$ cat config.mk
export PLATFORM = sky130hd
export DESIGN_NAME = ack_congestion_window_control
export DESIGN_NICKNAME = d
export VERILOG_FILES = /design/src/rtl/cwc_pkg.sv /design/src/rtl/cwc_regs.sv /design/src/rtl/cwc_div.sv /design/src/rtl/ack_congestion_window_control.sv
export SDC_FILE = /design/constraint.sdc
export NUM_CORES = 2
export LEC_CHECK = 0
export BUFFER_PORTS_ARGS = -buffer_cell sky130_fd_sc_hd__buf_2
export CAP_MARGIN = 10
export CORE_AREA = 2 2 274 276
export DETAILED_ROUTE_END_ITERATION = 6
export DIE_AREA = 0 0 276 278
export GPL_TIMING_DRIVEN = 0
export PLACE_DENSITY = 0.75
export SYNTH_ARGS = -nofsm -noshare
export SYNTH_HDL_FRONTEND = slang
export SYNTH_SLANG_ARGS = --single-unit
$ cat constraint.sdc
create_clock -name i_clk -period 13.4 [get_ports i_clk]
set_clock_uncertainty 0.15 [all_clocks]
set_input_delay 2.68 -clock i_clk [delete_from_list [all_inputs] [get_ports i_clk]]
set_output_delay 2.68 -clock i_clk [all_outputs]
set_load 0.01 [all_outputs]
$ cat src/rtl/cwc_pkg.sv
`default_nettype none
// ----------------------------------------------------------------------------
// cwc_pkg
// Shared types and constants for the ack-driven congestion window control.
// ----------------------------------------------------------------------------
package cwc_pkg;

    localparam int WORD_W     = 32;
    localparam int SEG_W      = 16;
    localparam int DIVIDEND_W = WORD_W + SEG_W;
    localparam int DIV_CNT_W  = $clog2(DIVIDEND_W);
    localparam int ADDR_W     = 5;
    localparam int NUM_REGS   = 5;

    // register indexes (paddr[4:2])
    localparam logic [2:0] REG_LIMIT     = 3'd0;
    localparam logic [2:0] REG_SEGMENT   = 3'd1;
    localparam logic [2:0] REG_INIT_WIN  = 3'd2;
    localparam logic [2:0] REG_INIT_THR  = 3'd3;
    localparam logic [2:0] REG_INIT_BASE = 3'd4;

    localparam logic [WORD_W-1:0] RST_LIMIT     = 32'd65535;
    localparam logic [SEG_W-1:0]  RST_SEGMENT   = 16'd1460;
    localparam logic [WORD_W-1:0] RST_INIT_WIN  = 32'd1460;
    localparam logic [WORD_W-1:0] RST_INIT_THR  = 32'd65535;
    localparam logic [WORD_W-1:0] RST_INIT_BASE = 32'd0;

    localparam logic [1:0] DUP_TRIGGER = 2'd3;

    typedef enum logic [1:0] {
        MODE_SLOW  = 2'd0,
        MODE_AVOID = 2'd1,
        MODE_FAST  = 2'd2
    } t_mode;

    typedef enum logic [1:0] {
        S_IDLE,
        S_MUL,
        S_DIV,
        S_DONE
    } t_state;

    // live settings seen by the window logic
    typedef struct packed {
        logic [WORD_W-1:0] limit;
        logic [SEG_W-1:0]  segment;
    } t_cfg;

endpackage
`default_nettype wire

$ cat src/rtl/cwc_regs.sv
`default_nettype none
// ----------------------------------------------------------------------------
// cwc_regs
// APB register file: window limit, segment size and the initial values.
// ----------------------------------------------------------------------------
module cwc_regs (
    input  wire logic                       i_clk,
    input  wire logic                       i_rst_n,
    input  wire logic                       psel,
    input  wire logic                       penable,
    input  wire logic                       pwrite,
    input  wire logic [cwc_pkg::ADDR_W-1:0] paddr,
    input  wire logic [31:0]                pwdata,
    output logic [31:0]                     prdata,
    output logic                            pready,
    output cwc_pkg::t_cfg                   o_cfg
);
    import cwc_pkg::*;

    logic [WORD_W-1:0] r_limit;
    logic [SEG_W-1:0]  r_segment;
    logic [WORD_W-1:0] r_init_win;
    logic [WORD_W-1:0] r_init_thr;
    logic [WORD_W-1:0] r_init_base;
    logic [2:0]        w_index;
    logic              w_write;

    assign w_index = paddr[ADDR_W-1:2];
    assign w_write = psel && penable && pwrite && pready;
    assign pready  = 1'b1;

    always_ff @(posedge i_clk) begin
        if (!i_rst_n) begin
            r_limit     <= RST_LIMIT;
            r_segment   <= RST_SEGMENT;
            r_init_win  <= RST_INIT_WIN;
            r_init_thr  <= RST_INIT_THR;
            r_init_base <= RST_INIT_BASE;
        end else if (w_write) begin
            unique case (w_index)
                REG_LIMIT:     r_limit     <= pwdata;
                REG_SEGMENT:   r_segment   <= pwdata[SEG_W-1:0];
                REG_INIT_WIN:  r_init_win  <= pwdata;
                REG_INIT_THR:  r_init_thr  <= pwdata;
                REG_INIT_BASE: r_init_base <= pwdata;
                default: ;
            endcase
        end
    end

    always_comb begin
        unique case (w_index)
            REG_LIMIT:     prdata = r_limit;
            REG_SEGMENT:   prdata = {{(32-SEG_W){1'b0}}, r_segment};
            REG_INIT_WIN:  prdata = r_init_win;
            REG_INIT_THR:  prdata = r_init_thr;
            REG_INIT_BASE: prdata = r_init_base;
            default:       prdata = '0;
        endcase
    end

    assign o_cfg.limit   = r_limit;
    assign o_cfg.segment = r_segment;

endmodule
`default_nettype wire

$ cat src/rtl/cwc_div.sv
`default_nettype none
// ----------------------------------------------------------------------------
// cwc_div
// Restoring radix-2 divider, one quotient bit per cycle, 48 by 32 bits.
// ----------------------------------------------------------------------------
module cwc_div (
    input  wire logic                           i_clk,
    input  wire logic                           i_rst_n,
    input  wire logic                           i_start,
    input  wire logic [cwc_pkg::DIVIDEND_W-1:0] i_dividend,
    input  wire logic [cwc_pkg::WORD_W-1:0]     i_divisor,
    output logic                                o_busy,
    output logic                                o_done,
    output logic [cwc_pkg::DIVIDEND_W-1:0]      o_quotient
);
    import cwc_pkg::*;

    logic [WORD_W-1:0]     r_rem;
    logic [DIVIDEND_W-1:0] r_quo;
    logic [DIV_CNT_W-1:0]  r_cnt;
    logic                  r_busy;
    logic                  r_done;
    logic [WORD_W:0]       w_trial;
    logic [WORD_W:0]       w_diff;
    logic                  w_fit;

    // shift in the next dividend bit, subtract when it fits
    assign w_trial = {r_rem, r_quo[DIVIDEND_W-1]};
    assign w_diff  = w_trial - {1'b0, i_divisor};
    assign w_fit   = (w_trial >= {1'b0, i_divisor});

    always_ff @(posedge i_clk) begin
        if (!i_rst_n) begin
            r_busy <= 1'b0;
            r_done <= 1'b0;
            r_cnt  <= '0;
        end else begin
            r_done <= 1'b0;
            if (i_start) begin
                r_busy <= 1'b1;
                r_cnt  <= DIV_CNT_W'(DIVIDEND_W - 1);
            end else if (r_busy) begin
                r_cnt <= r_cnt - 1'b1;
                if (r_cnt == '0) begin
                    r_busy <= 1'b0;
                    r_done <= 1'b1;
                end
            end
        end
    end

    always_ff @(posedge i_clk) begin
        if (i_start) begin
            r_rem <= '0;
            r_quo <= i_dividend;
        end else if (r_busy) begin
            r_rem <= w_fit ? w_diff[WORD_W-1:0] : w_trial[WORD_W-1:0];
            r_quo <= {r_quo[DIVIDEND_W-2:0], w_fit};
        end
    end

    assign o_busy     = r_busy;
    assign o_done     = r_done;
    assign o_quotient = r_quo;

`ifndef NO_ASSERTIONS
    a_done_after_busy: assert property (@(posedge i_clk) disable iff (!i_rst_n)
        r_done |-> $past(r_busy))
        else $error("divider done without a running division");
    a_no_restart: assert property (@(posedge i_clk) disable iff (!i_rst_n)
        i_start |-> !r_busy)
        else $error("divider started while busy");
    a_done_one_cycle: assert property (@(posedge i_clk) disable iff (!i_rst_n)
        r_done |=> !r_done)
        else $error("divider done held longer than one cycle");
`endif

endmodule
`default_nettype wire

$ cat src/rtl/ack_congestion_window_control.sv
`default_nettype none
// ----------------------------------------------------------------------------
// ack_congestion_window_control
// Reno-style byte congestion window, updated once per cumulative ack word.
// ----------------------------------------------------------------------------
// channel   direction  handshake                   payload
// in        sink       i_in_valid / o_in_ready     i_ack_number
// out       source     o_out_valid / i_out_ready   o_window, o_threshold, o_base,
//                                                  o_mode, o_retransmit
// cfg       APB slave  psel, penable, pwrite       paddr, pwdata, prdata
//
// For duplicate and slow-start acks the accept moves the state to done, and o_out_valid
// rises once the output register is free and loaded from there. Avoidance and fast-recovery
// exit go through a divider start, 48 steps of the serial divider that forms
// acked*segment/window, an add-and-cap and the output load.
// One ack word is in work at a time; the finished result sits in an output
// register, so a new word is taken while the previous result is stalled.
// Synchronous reset loads window 1460, threshold 65535, base 0, slow start.
// ----------------------------------------------------------------------------
module ack_congestion_window_control (
    input  wire logic                       i_clk,
    input  wire logic                       i_rst_n,
    input  wire logic                       i_in_valid,
    output logic                            o_in_ready,
    input  wire logic [31:0]                i_ack_number,
    output logic                            o_out_valid,
    input  wire logic                       i_out_ready,
    output logic [31:0]                     o_window,
    output logic [31:0]                     o_threshold,
    output logic [31:0]                     o_base,
    output logic [1:0]                      o_mode,
    output logic                            o_retransmit,
    input  wire logic                       psel,
    input  wire logic                       penable,
    input  wire logic                       pwrite,
    input  wire logic [cwc_pkg::ADDR_W-1:0] paddr,
    input  wire logic [31:0]                pwdata,
    output logic [31:0]                     prdata,
    output logic                            pready
);
    import cwc_pkg::*;

    t_cfg w_cfg;

    t_state            r_state, n_state;
    logic [WORD_W-1:0] r_cwnd, n_cwnd;
    logic [WORD_W-1:0] r_ssthresh, n_ssthresh;
    logic [WORD_W-1:0] r_base, n_base;
    t_mode             r_mode, n_mode;
    logic [1:0]        r_dup, n_dup;
    logic              r_resend, n_resend;
    logic [WORD_W-1:0] r_acked, n_acked;

    logic              r_out_valid;
    logic [WORD_W-1:0] r_out_window;
    logic [WORD_W-1:0] r_out_threshold;
    logic [WORD_W-1:0] r_out_base;
    t_mode             r_out_mode;
    logic              r_out_resend;

    logic                  w_accept;
    logic                  w_load_out;
    logic                  w_div_start;
    logic                  w_div_busy;
    logic                  w_div_done;
    logic [DIVIDEND_W-1:0] w_product;
    logic [DIVIDEND_W-1:0] w_quotient;
    logic [WORD_W-1:0]     w_divisor;
    logic [WORD_W:0]       w_exp_sum;
    logic [DIVIDEND_W:0]   w_lin_sum;
    logic [WORD_W-1:0]     w_exp_win;
    logic [1:0]            w_dup_inc;

    cwc_regs u_regs (
        .i_clk   (i_clk),
        .i_rst_n (i_rst_n),
        .psel    (psel),
        .penable (penable),
        .pwrite  (pwrite),
        .paddr   (paddr),
        .pwdata  (pwdata),
        .prdata  (prdata),
        .pready  (pready),
        .o_cfg   (w_cfg)
    );

    assign w_product = DIVIDEND_W'(r_acked) * DIVIDEND_W'(w_cfg.segment);
    assign w_divisor = (r_cwnd == '0) ? WORD_W'(1) : r_cwnd;

    cwc_div u_div (
        .i_clk      (i_clk),
        .i_rst_n    (i_rst_n),
        .i_start    (w_div_start),
        .i_dividend (w_product),
        .i_divisor  (w_divisor),
        .o_busy     (w_div_busy),
        .o_done     (w_div_done),
        .o_quotient (w_quotient)
    );

    assign o_in_ready = (r_state == S_IDLE);
    assign w_accept   = i_in_valid && o_in_ready;
    assign w_load_out = (r_state == S_DONE) && (!r_out_valid || i_out_ready);

    assign w_exp_sum = {1'b0, r_cwnd} + {1'b0, i_ack_number - r_base};
    assign w_exp_win = (w_exp_sum > {1'b0, w_cfg.limit}) ? w_cfg.limit
                                                         : w_exp_sum[WORD_W-1:0];
    assign w_lin_sum = {{(SEG_W+1){1'b0}}, r_cwnd} + {1'b0, w_quotient};
    assign w_dup_inc = r_dup + 2'd1;

    always_comb begin
        n_state     = r_state;
        n_cwnd      = r_cwnd;
        n_ssthresh  = r_ssthresh;
        n_base      = r_base;
        n_mode      = r_mode;
        n_dup       = r_dup;
        n_resend    = r_resend;
        n_acked     = r_acked;
        w_div_start = 1'b0;
        unique case (r_state)
            S_IDLE: begin
                if (w_accept) begin
                    n_resend = 1'b0;
                    n_state  = S_DONE;
                    if (i_ack_number == r_base) begin
                        // duplicate: counted outside fast recovery
                        if (r_mode != MODE_FAST) begin
                            if (w_dup_inc == DUP_TRIGGER) begin
                                n_dup      = '0;
                                n_ssthresh = r_cwnd >> 1;
                                n_cwnd     = r_cwnd >> 1;
                                n_mode     = MODE_FAST;
                                n_resend   = 1'b1;
                            end else begin
                                n_dup = w_dup_inc;
                            end
                        end
                    end else begin
                        n_dup  = '0;
                        n_base = i_ack_number;
                        if (r_mode == MODE_SLOW) begin
                            n_cwnd = w_exp_win;
                            if (w_exp_win >= r_ssthresh) begin
                                n_mode = MODE_AVOID;
                            end
                        end else begin
                            n_mode  = MODE_AVOID;
                            n_acked = i_ack_number - r_base;
                            n_state = S_MUL;
                        end
                    end
                end
            end
            S_MUL: begin
                w_div_start = 1'b1;
                n_state     = S_DIV;
            end
            S_DIV: begin
                if (w_div_done) begin
                    n_cwnd  = (w_lin_sum > {{(SEG_W+1){1'b0}}, w_cfg.limit})
                              ? w_cfg.limit : w_lin_sum[WORD_W-1:0];
                    n_state = S_DONE;
                end
            end
            S_DONE: begin
                if (w_load_out) begin
                    n_state = S_IDLE;
                end
            end
            default: n_state = S_IDLE;
        endcase
    end

    always_ff @(posedge i_clk) begin
        if (!i_rst_n) begin
            r_state    <= S_IDLE;
            r_cwnd     <= RST_INIT_WIN;
            r_ssthresh <= RST_INIT_THR;
            r_base     <= RST_INIT_BASE;
            r_mode     <= MODE_SLOW;
            r_dup      <= '0;
            r_resend   <= 1'b0;
        end else begin
            r_state    <= n_state;
            r_cwnd     <= n_cwnd;
            r_ssthresh <= n_ssthresh;
            r_base     <= n_base;
            r_mode     <= n_mode;
            r_dup      <= n_dup;
            r_resend   <= n_resend;
        end
    end

    always_ff @(posedge i_clk) begin
        r_acked <= n_acked;
    end

    // output register
    always_ff @(posedge i_clk) begin
        if (!i_rst_n) begin
            r_out_valid <= 1'b0;
        end else if (w_load_out) begin
            r_out_valid <= 1'b1;
        end else if (i_out_ready) begin
            r_out_valid <= 1'b0;
        end
    end

    always_ff @(posedge i_clk) begin
        if (w_load_out) begin
            r_out_window    <= r_cwnd;
            r_out_threshold <= r_ssthresh;
            r_out_base      <= r_base;
            r_out_mode      <= r_mode;
            r_out_resend    <= r_resend;
        end
    end

    assign o_out_valid  = r_out_valid;
    assign o_window     = r_out_window;
    assign o_threshold  = r_out_threshold;
    assign o_base       = r_out_base;
    assign o_mode       = r_out_mode;
    assign o_retransmit = r_out_resend;

`ifndef NO_ASSERTIONS
    a_resend_in_fast: assert property (@(posedge i_clk) disable iff (!i_rst_n)
        (o_out_valid && o_retransmit) |-> (o_mode == MODE_FAST))
        else $error("retransmit reported outside fast recovery");
    a_resend_halved: assert property (@(posedge i_clk) disable iff (!i_rst_n)
        (o_out_valid && o_retransmit) |-> (o_window == o_threshold))
        else $error("retransmit result with window not at threshold");
    a_div_in_avoid: assert property (@(posedge i_clk) disable iff (!i_rst_n)
        (r_state == S_DIV) |-> (r_mode == MODE_AVOID && w_div_busy)
            || (r_state == S_DIV && w_div_done))
        else $error("division running outside avoidance or divider idle");
    a_load_from_done: assert property (@(posedge i_clk) disable iff (!i_rst_n)
        w_load_out |=> (r_state == S_IDLE && o_out_valid))
        else $error("result load did not return to idle");
`endif

endmodule
`default_nettype wire
# ---- Word level (Yosys, flattened, before mapping)
# Cells that the tools add are included.
dict set report classes {
  addsub 6
  multipliers 1
  magnitude_cmp 4
  eq_ne 19
  muxes 40
  bitwise 4
  reduce_logical 29
}
# op n
set ops {}
lappend ops {{$mux 32} 10}
lappend ops {{$pmux 32 s5} 1}
lappend ops {{$mux 48} 2}
lappend ops {{$pmux 32 s2} 1}
lappend ops {{$sub 32x32->32} 2}
lappend ops {{$add 32x48->49} 1}
lappend ops {{$gt 49x32->1} 1}
lappend ops {{$mul 32x16->48} 1}
lappend ops {{$add 32x32->33} 1}
lappend ops {{$ge 33x32->1} 1}
lappend ops {{$gt 33x32->1} 1}
lappend ops {{$eq 32x32->1} 1}
lappend ops {{$ge 32x31->1} 1}
lappend ops {{$logic_not 32->1} 1}
lappend ops {{$mux 2} 13}
lappend ops {{$mux 6} 2}
lappend ops {{$reduce_and 2->1} 6}
lappend ops {{$mux 1} 10}
lappend ops {{$reduce_and 5->1} 2}
lappend ops {{$ne 3x2->1 const B} 3}
lappend ops {{$reduce_and 3->1} 3}
lappend ops {{$ne 2x1->1 const B} 4}
lappend ops {{$pmux 2 s4} 1}
lappend ops {{$eq 2x2->1 const B} 3}
lappend ops {{other kinds (20)} 31}
dict set report totals {
  reg_bits 465
  input_bits 76
  out_inout_bits 134
  elab_cells 128
}

# ---- Logic depth before layout (Yosys ltp)
dict set report logic_depth {
  word_depth 8
  depth_mapped 46
  mapped_depth_nobuf 44
}

# ---- By module
# From an unflattened synthesis, not the netlist that was laid out.
dict set report hier_totals {
  hier_cells 4981
  area_unflattened_um2 44810.5
}
# module n_inst cells_each area_each_um2 seq_area_each_um2
set modules_own_cells {}
lappend modules_own_cells {ack_congestion_window_control 1 3688 32447.4 5965.7}
lappend modules_own_cells {cwc_regs 1 668 6518.8 2882.8}
lappend modules_own_cells {cwc_div 1 625 5844.4 2242.2}

# ---- Worst setup path after synthesis
# No wires, ideal clock.
dict set report synth_timing {
  path_type {in2reg}
  start {input port i_ack_number[0]}
  end {register r_mode[1]}
  setup_ns 0.065
  t_arrival_ns 10.819
  required_ns 13.185
  path_slack_ns 2.366
  cell_stages 44
  n_path_buf 2
  cell_sequence {inv_1 ha_1 inv_1 fa_1 a21o_1 a21oi_1 o21ai_0 o21ai_0 nand2b_1 a21boi_0 nor2_1 xnor2_1 ha_1 a21o_1 a21oi_1 o221ai_1 a2111oi_0 o311ai_0 (+8 left out) o311ai_0 o221a_2 o31ai_1 o211ai_1 a41oi_1 clkbuf_1 mux2_2 ha_1 a21o_1 a21o_1 a21oi_1 o21ai_0 nand2b_1 a31oi_1 or4b_2 a31oi_1 a21oi_1 nor2_1}
}
dict set report synth_via {
  elab_chain_len 7
  elab_cells_between_ends 11
  cone_classes {2 x add/sub; 2 x order compare; 4 x eq/ne; 2 x mux; 1 x reduce/logical}
}
# item line
set synth_rtl {}
lappend synth_rtl {{start: declaration} ack_congestion_window_control.sv:25} ;# input wire logic [31:0] i_ack_number,
lappend synth_rtl {{$sub 32x32->32} ack_congestion_window_control.sv:105} ;# assign w_exp_sum = {1'b0, r_cwnd} + {1'b0, i_ack_number - r_base};
lappend synth_rtl {{$add 32x32->33} ack_congestion_window_control.sv:105}
lappend synth_rtl {{$gt 33x32->1} ack_congestion_window_control.sv:106} ;# assign w_exp_win = (w_exp_sum > {1'b0, w_cfg.limit}) ? w_cfg.limit
lappend synth_rtl {{$mux 32} ack_congestion_window_control.sv:106}
lappend synth_rtl {{$ge 32x31->1} ack_congestion_window_control.sv:144} ;# if (w_exp_win >= r_ssthresh) begin
lappend synth_rtl {{$ne 3x2->1 (no source line)} --}
lappend synth_rtl {{$reduce_and 5->1 (no source line)} --}
lappend synth_rtl {{end signal: assignment} ack_congestion_window_control.sv:189} ;# r_mode <= n_mode;
lappend synth_rtl {{end: declaration} ack_congestion_window_control.sv:49} ;# t_mode r_mode, n_mode;
# Several ways; a longest one is shown, not always the timed one.
# A chain may end at the register's enable or synchronous reset.

# ---- Final worst setup path
# Same ends and word-level chain as after synthesis.

==> out/qor.txt <==
Status: complete, but fails checks
Violations in the final reports: DRC
Maximum number of buffers from clock root to sink: 3
Area delta synth->final: 9.411%
Via count of the first global-routing pass: 37000
CTS tree: yes
Most frequent cell after synthesis: sky130_fd_sc_hd__nand2_1
Maximum net fanout on the critical path: 10
Fin nets: 6080
Mean instance size in the synthesized netlist: 8.806 sq um
Sw frac: 0.5036
Post-DP Area: 0.04611 sq mm
Share of Yosys cell area claimed by the top area cell type: 0.1930
Global-route total usage across every layer: 0.3838
Starting Density: 0.5929
DP HPWL: 119400 um
Unrepaired setup endpoints after global routing: no
Net load switching power: 6060 uW
Initial detailed-routing violation count: 3799
Fraction of the mapped netlist area in compound gates: 0.1592
Standard-cell row count: 100
Clock network fraction of total power: 0.124
Die footprint: 0.07673 sq mm
Final instance count without filler cells: 6247
Leak Pwr: 0.02102 uW
Clock insertion delay at the later pin of the skew report: 620 ps
Cell type of the slowest stage on the worst timing path: sky130_fd_sc_hd__xnor2_1
Main area contributors after synthesis: sky130_fd_sc_hd__fa_1 19%, sky130_fd_sc_hd__dfxtp_1 13%, sky130_fd_sc_hd__edfxtp_1 12%
Pre-CTS setup slack: 202.3 ps
Mux cell area share after synthesis: 0.02459
Number of flops mapped to enable cells by yosys: 178
Summed negative setup slack over all endpoints: 0 ps
Worst Setup Start Kind: input port
Final Setup Violations: 0
1st-pass router iterations: 7
Total non-filler cell area in the finished layout: 0.04789 sq mm
Worst Path Required: 13790 ps
Chip height: 278 um
Number of max-slew violations in the final report: 0
Cell internal pwr: 5973 uW
Number of unique standard cell types used by synthesis: 87
Area share of xor/xnor cells in the synthesized design: 0.03042
Remaining Overflow, GRT: 0
Power Density: 251.3 mW/mm^2
Largest stage delay, worst path: 640 ps
Sequential element share of the synthesized area: 0.2534
Reg power frac: 0.185
Max_slew headroom: 0.07146
Post-synthesis instance area: 0.04377 sq mm
Total Routed Length: 148400 um
Area share of fa/ha/maj cells after synthesis: 0.2931
Fraction of layout instances using a drive strength above 1: 0.07546
Largest net degree at the start of global routing: 50
Post-detailed-route via-to-cell ratio: 6.142
Port Buffers: 205
Count of mapped cells out of synthesis: 4970
Multi-input logic area: 0.02951 sq mm
IR drop worst, VDD: 0.1563 mV
Count of yosys warnings during synthesis: 0
Total of flip-flops plus latches after synthesis: 465
First-pass GRT wire length: 223200 um
Largest family of logic cells by synthesized area: adder cells
Depth of the CTS H-tree: 2
Count of endpoints failing hold in the final timing report: 0
Top cells by instance count after synthesis: 948 x sky130_fd_sc_hd__nand2_1, 592 x sky130_fd_sc_hd__inv_1, 422 x sky130_fd_sc_hd__fa_1
Element type at the critical path end: register
Buffer cell driving the clock tree root: sky130_fd_sc_hd__clkbuf_16
Footprint of the flip-flops and latches: 0.01109 sq mm
Minimum setup slack in the final design: 795.6 ps
Antenna-violating nets left: 0
Number of antenna violations at the first check in global routing: 12
Fraction of power consumed by combinational cells: 0.691
Number of top-level pins: 210
Worst min-delay path category: reg -> reg
Detailed-route DRC error count: 17
Final period utilization: 0.9406
Number of filler instances in the final layout: 6337
Measured slew at the worst slew-check pin: 1393 ps
Synth Area in Simple Gates: 0.1663
Top FF cell, synth: sky130_fd_sc_hd__dfxtp_1
Area of the placeable core: 0.07382 sq mm
Cells after DPL: 6148
Per-cell routed wire length: 23.76 um
Synth Net Count: 5818
Post-synth top area cell: sky130_fd_sc_hd__fa_1
Worst setup path class: in -> reg
Share of flip-flops with an asynchronous set or reset after synthesis: 0
Number of max-capacitance violations reported: 0
Power consumption: 12030 uW
Floorplan die width: 276 um
Total clock buffers created by CTS: 50
Min Tclk post-route: 12600 ps
Data arrival, critical path: 13000 ps
Clock Pin Slew Worst Setup and Hold Paths: 60 ps
Gp weighted congestion: 1.028
Number of clock sinks: 465
Achievable clock frequency: 79.34 MHz
Routed vias: 38370
-- layout make-up --
| type | instances | share of cell area |
|---|---|---|
| diodes | 4 | 0.0002090 |
| plain buffers | 247 | 0.02015 |
| clock buffers | 63 | 0.02939 |
| clock inverters | 31 | 0.007368 |
| inverters | 592 | 0.04640 |
| multi-input cells | 3666 | 0.6162 |
| flip-flops and latches | 465 | 0.2316 |
| well taps | 969 | 0.02532 |
| repair buffers | 210 | 0.02336 |
-- final timing paths --
path | startpoint | to | slack (ps) | depth (start not counted)
min reg2reg | r_resend | o_retransmit | 290 | 0
min | r_resend | o_retransmit | 290 | 0
max | i_ack_number[0] | r_mode[1] | 800 | 45
max reg2reg | r_base[2] | r_mode[1] | 2660 | 42
-- metrics by stage --
| stage | utilization | hold WS (ps) |
|---|---|---|
| 2_1_floorplan | - | 258.1 |
| 3_3_place_gp | 0.6232 | 273.3 |
| 3_5_place_dp | 0.6246 | 274.3 |
| 4_1_cts | 0.6484 | 288.4 |
| 5_1_grt | 0.6485 | 293.0 |
| 6_report | 0.6487 | 288.4 |
-- power groups by stage --
stage | registers [uW] | clock network [uW] | logic (uW)
5_1_grt | 2220 | 1550 | 9110
6_report | 2220 | 1500 | 8310
2_1_floorplan | 2030 | 0 | 5860
3_5_place_dp | 2220 | 0 | 8090
4_1_cts | 2190 | 1500 | 8160
3_3_place_gp | 2230 | 0 | 7980
-- cell families (layout without fill, tap and decap cells) --
kind of cell / count (synthesis) / after routing
AOI/OAI and AO/OA: 1006 / 1006
xor gates and xnor gates: 152 / 152
adders and majority gates: 772 / 772
buffers and inverters: 839 / 1143
DFF: 465 / 465
muxes: 100 / 100
other: 2 / 6
and+or+nand+nor: 1634 / 1634
-- worst max-delay path, delay by kind of cell --
kind | cells | cell delay, ps
and+or+nand+nor | 9 | 1620
buffers and inverters | 5 | 950
AOI/OAI and AO/OA | 23 | 4870
adders and majority gates | 5 | 1460
xor gates and xnor gates | 2 | 920
muxes | 1 | 460
-- repair_timing --
action | CTS | global route
buffers inserted | 0 | 0
endpoints found under the setup margin | 0 | 2
resized for setup | 0 | 3
hold buffers | 0 | 0
-- per-layer routing --
metal / vias up / track usage / routed length, um
li1: 17240 / - / -
met5: - / 0.006254 / 115
met1: 18620 / 0.5003 / 57360
met2: 2037 / 0.5945 / 65580
met4: 8 / 0.2098 / 9661
met3: 468 / 0.08831 / 15700
-- placed cells by master (no fill, tap or decap), types with 16 or more instances in the layout --
master and count:
sky130_fd_sc_hd__clkbuf_1 232, sky130_fd_sc_hd__edfxtp_1 178, sky130_fd_sc_hd__buf_2 215, sky130_fd_sc_hd__nor2b_1 26, sky130_fd_sc_hd__a31oi_1 29, sky130_fd_sc_hd__mux2i_1 40
sky130_fd_sc_hd__o21bai_1 23, sky130_fd_sc_hd__a221o_1 50, sky130_fd_sc_hd__fa_1 422, sky130_fd_sc_hd__a21oi_1 219, sky130_fd_sc_hd__a21o_1 97, sky130_fd_sc_hd__xnor2_1 95
sky130_fd_sc_hd__ha_1 350, sky130_fd_sc_hd__dfxtp_1 287, sky130_fd_sc_hd__nor2_1 181, sky130_fd_sc_hd__nand2b_1 23, sky130_fd_sc_hd__a22o_1 16, sky130_fd_sc_hd__o31ai_1 19
sky130_fd_sc_hd__nor3_1 54, sky130_fd_sc_hd__mux2_2 56, sky130_fd_sc_hd__xor2_1 57, sky130_fd_sc_hd__clkbuf_16 53, sky130_fd_sc_hd__nand2_1 948, sky130_fd_sc_hd__o21a_1 35
sky130_fd_sc_hd__o211a_1 18, sky130_fd_sc_hd__o211ai_1 61, sky130_fd_sc_hd__a21boi_0 162, sky130_fd_sc_hd__and2_1 147, sky130_fd_sc_hd__a211oi_1 37, sky130_fd_sc_hd__o21ai_0 129
sky130_fd_sc_hd__nand4_1 54, sky130_fd_sc_hd__nor4_1 25, sky130_fd_sc_hd__inv_1 592, sky130_fd_sc_hd__nand3_1 100, sky130_fd_sc_hd__and3_1 22
-- sequential cells by signal, indices dropped and copies added, names as in the netlist, 2 cells and up --
name,cells
o_base,32
o_mode,2
o_threshold,31
o_window,32
r_acked,32
r_base,32
r_cwnd,32
r_dup,2
r_mode,2
r_ssthresh,31
r_state,2
u_div.o_quotient,48
u_div.r_cnt,6
u_div.r_rem,32
u_regs.r_init_base,32
u_regs.r_init_thr,32
u_regs.r_init_win,32
u_regs.r_limit,32
u_regs.r_segment,16
No activity file was read; power rests on OpenSTA's default activity.
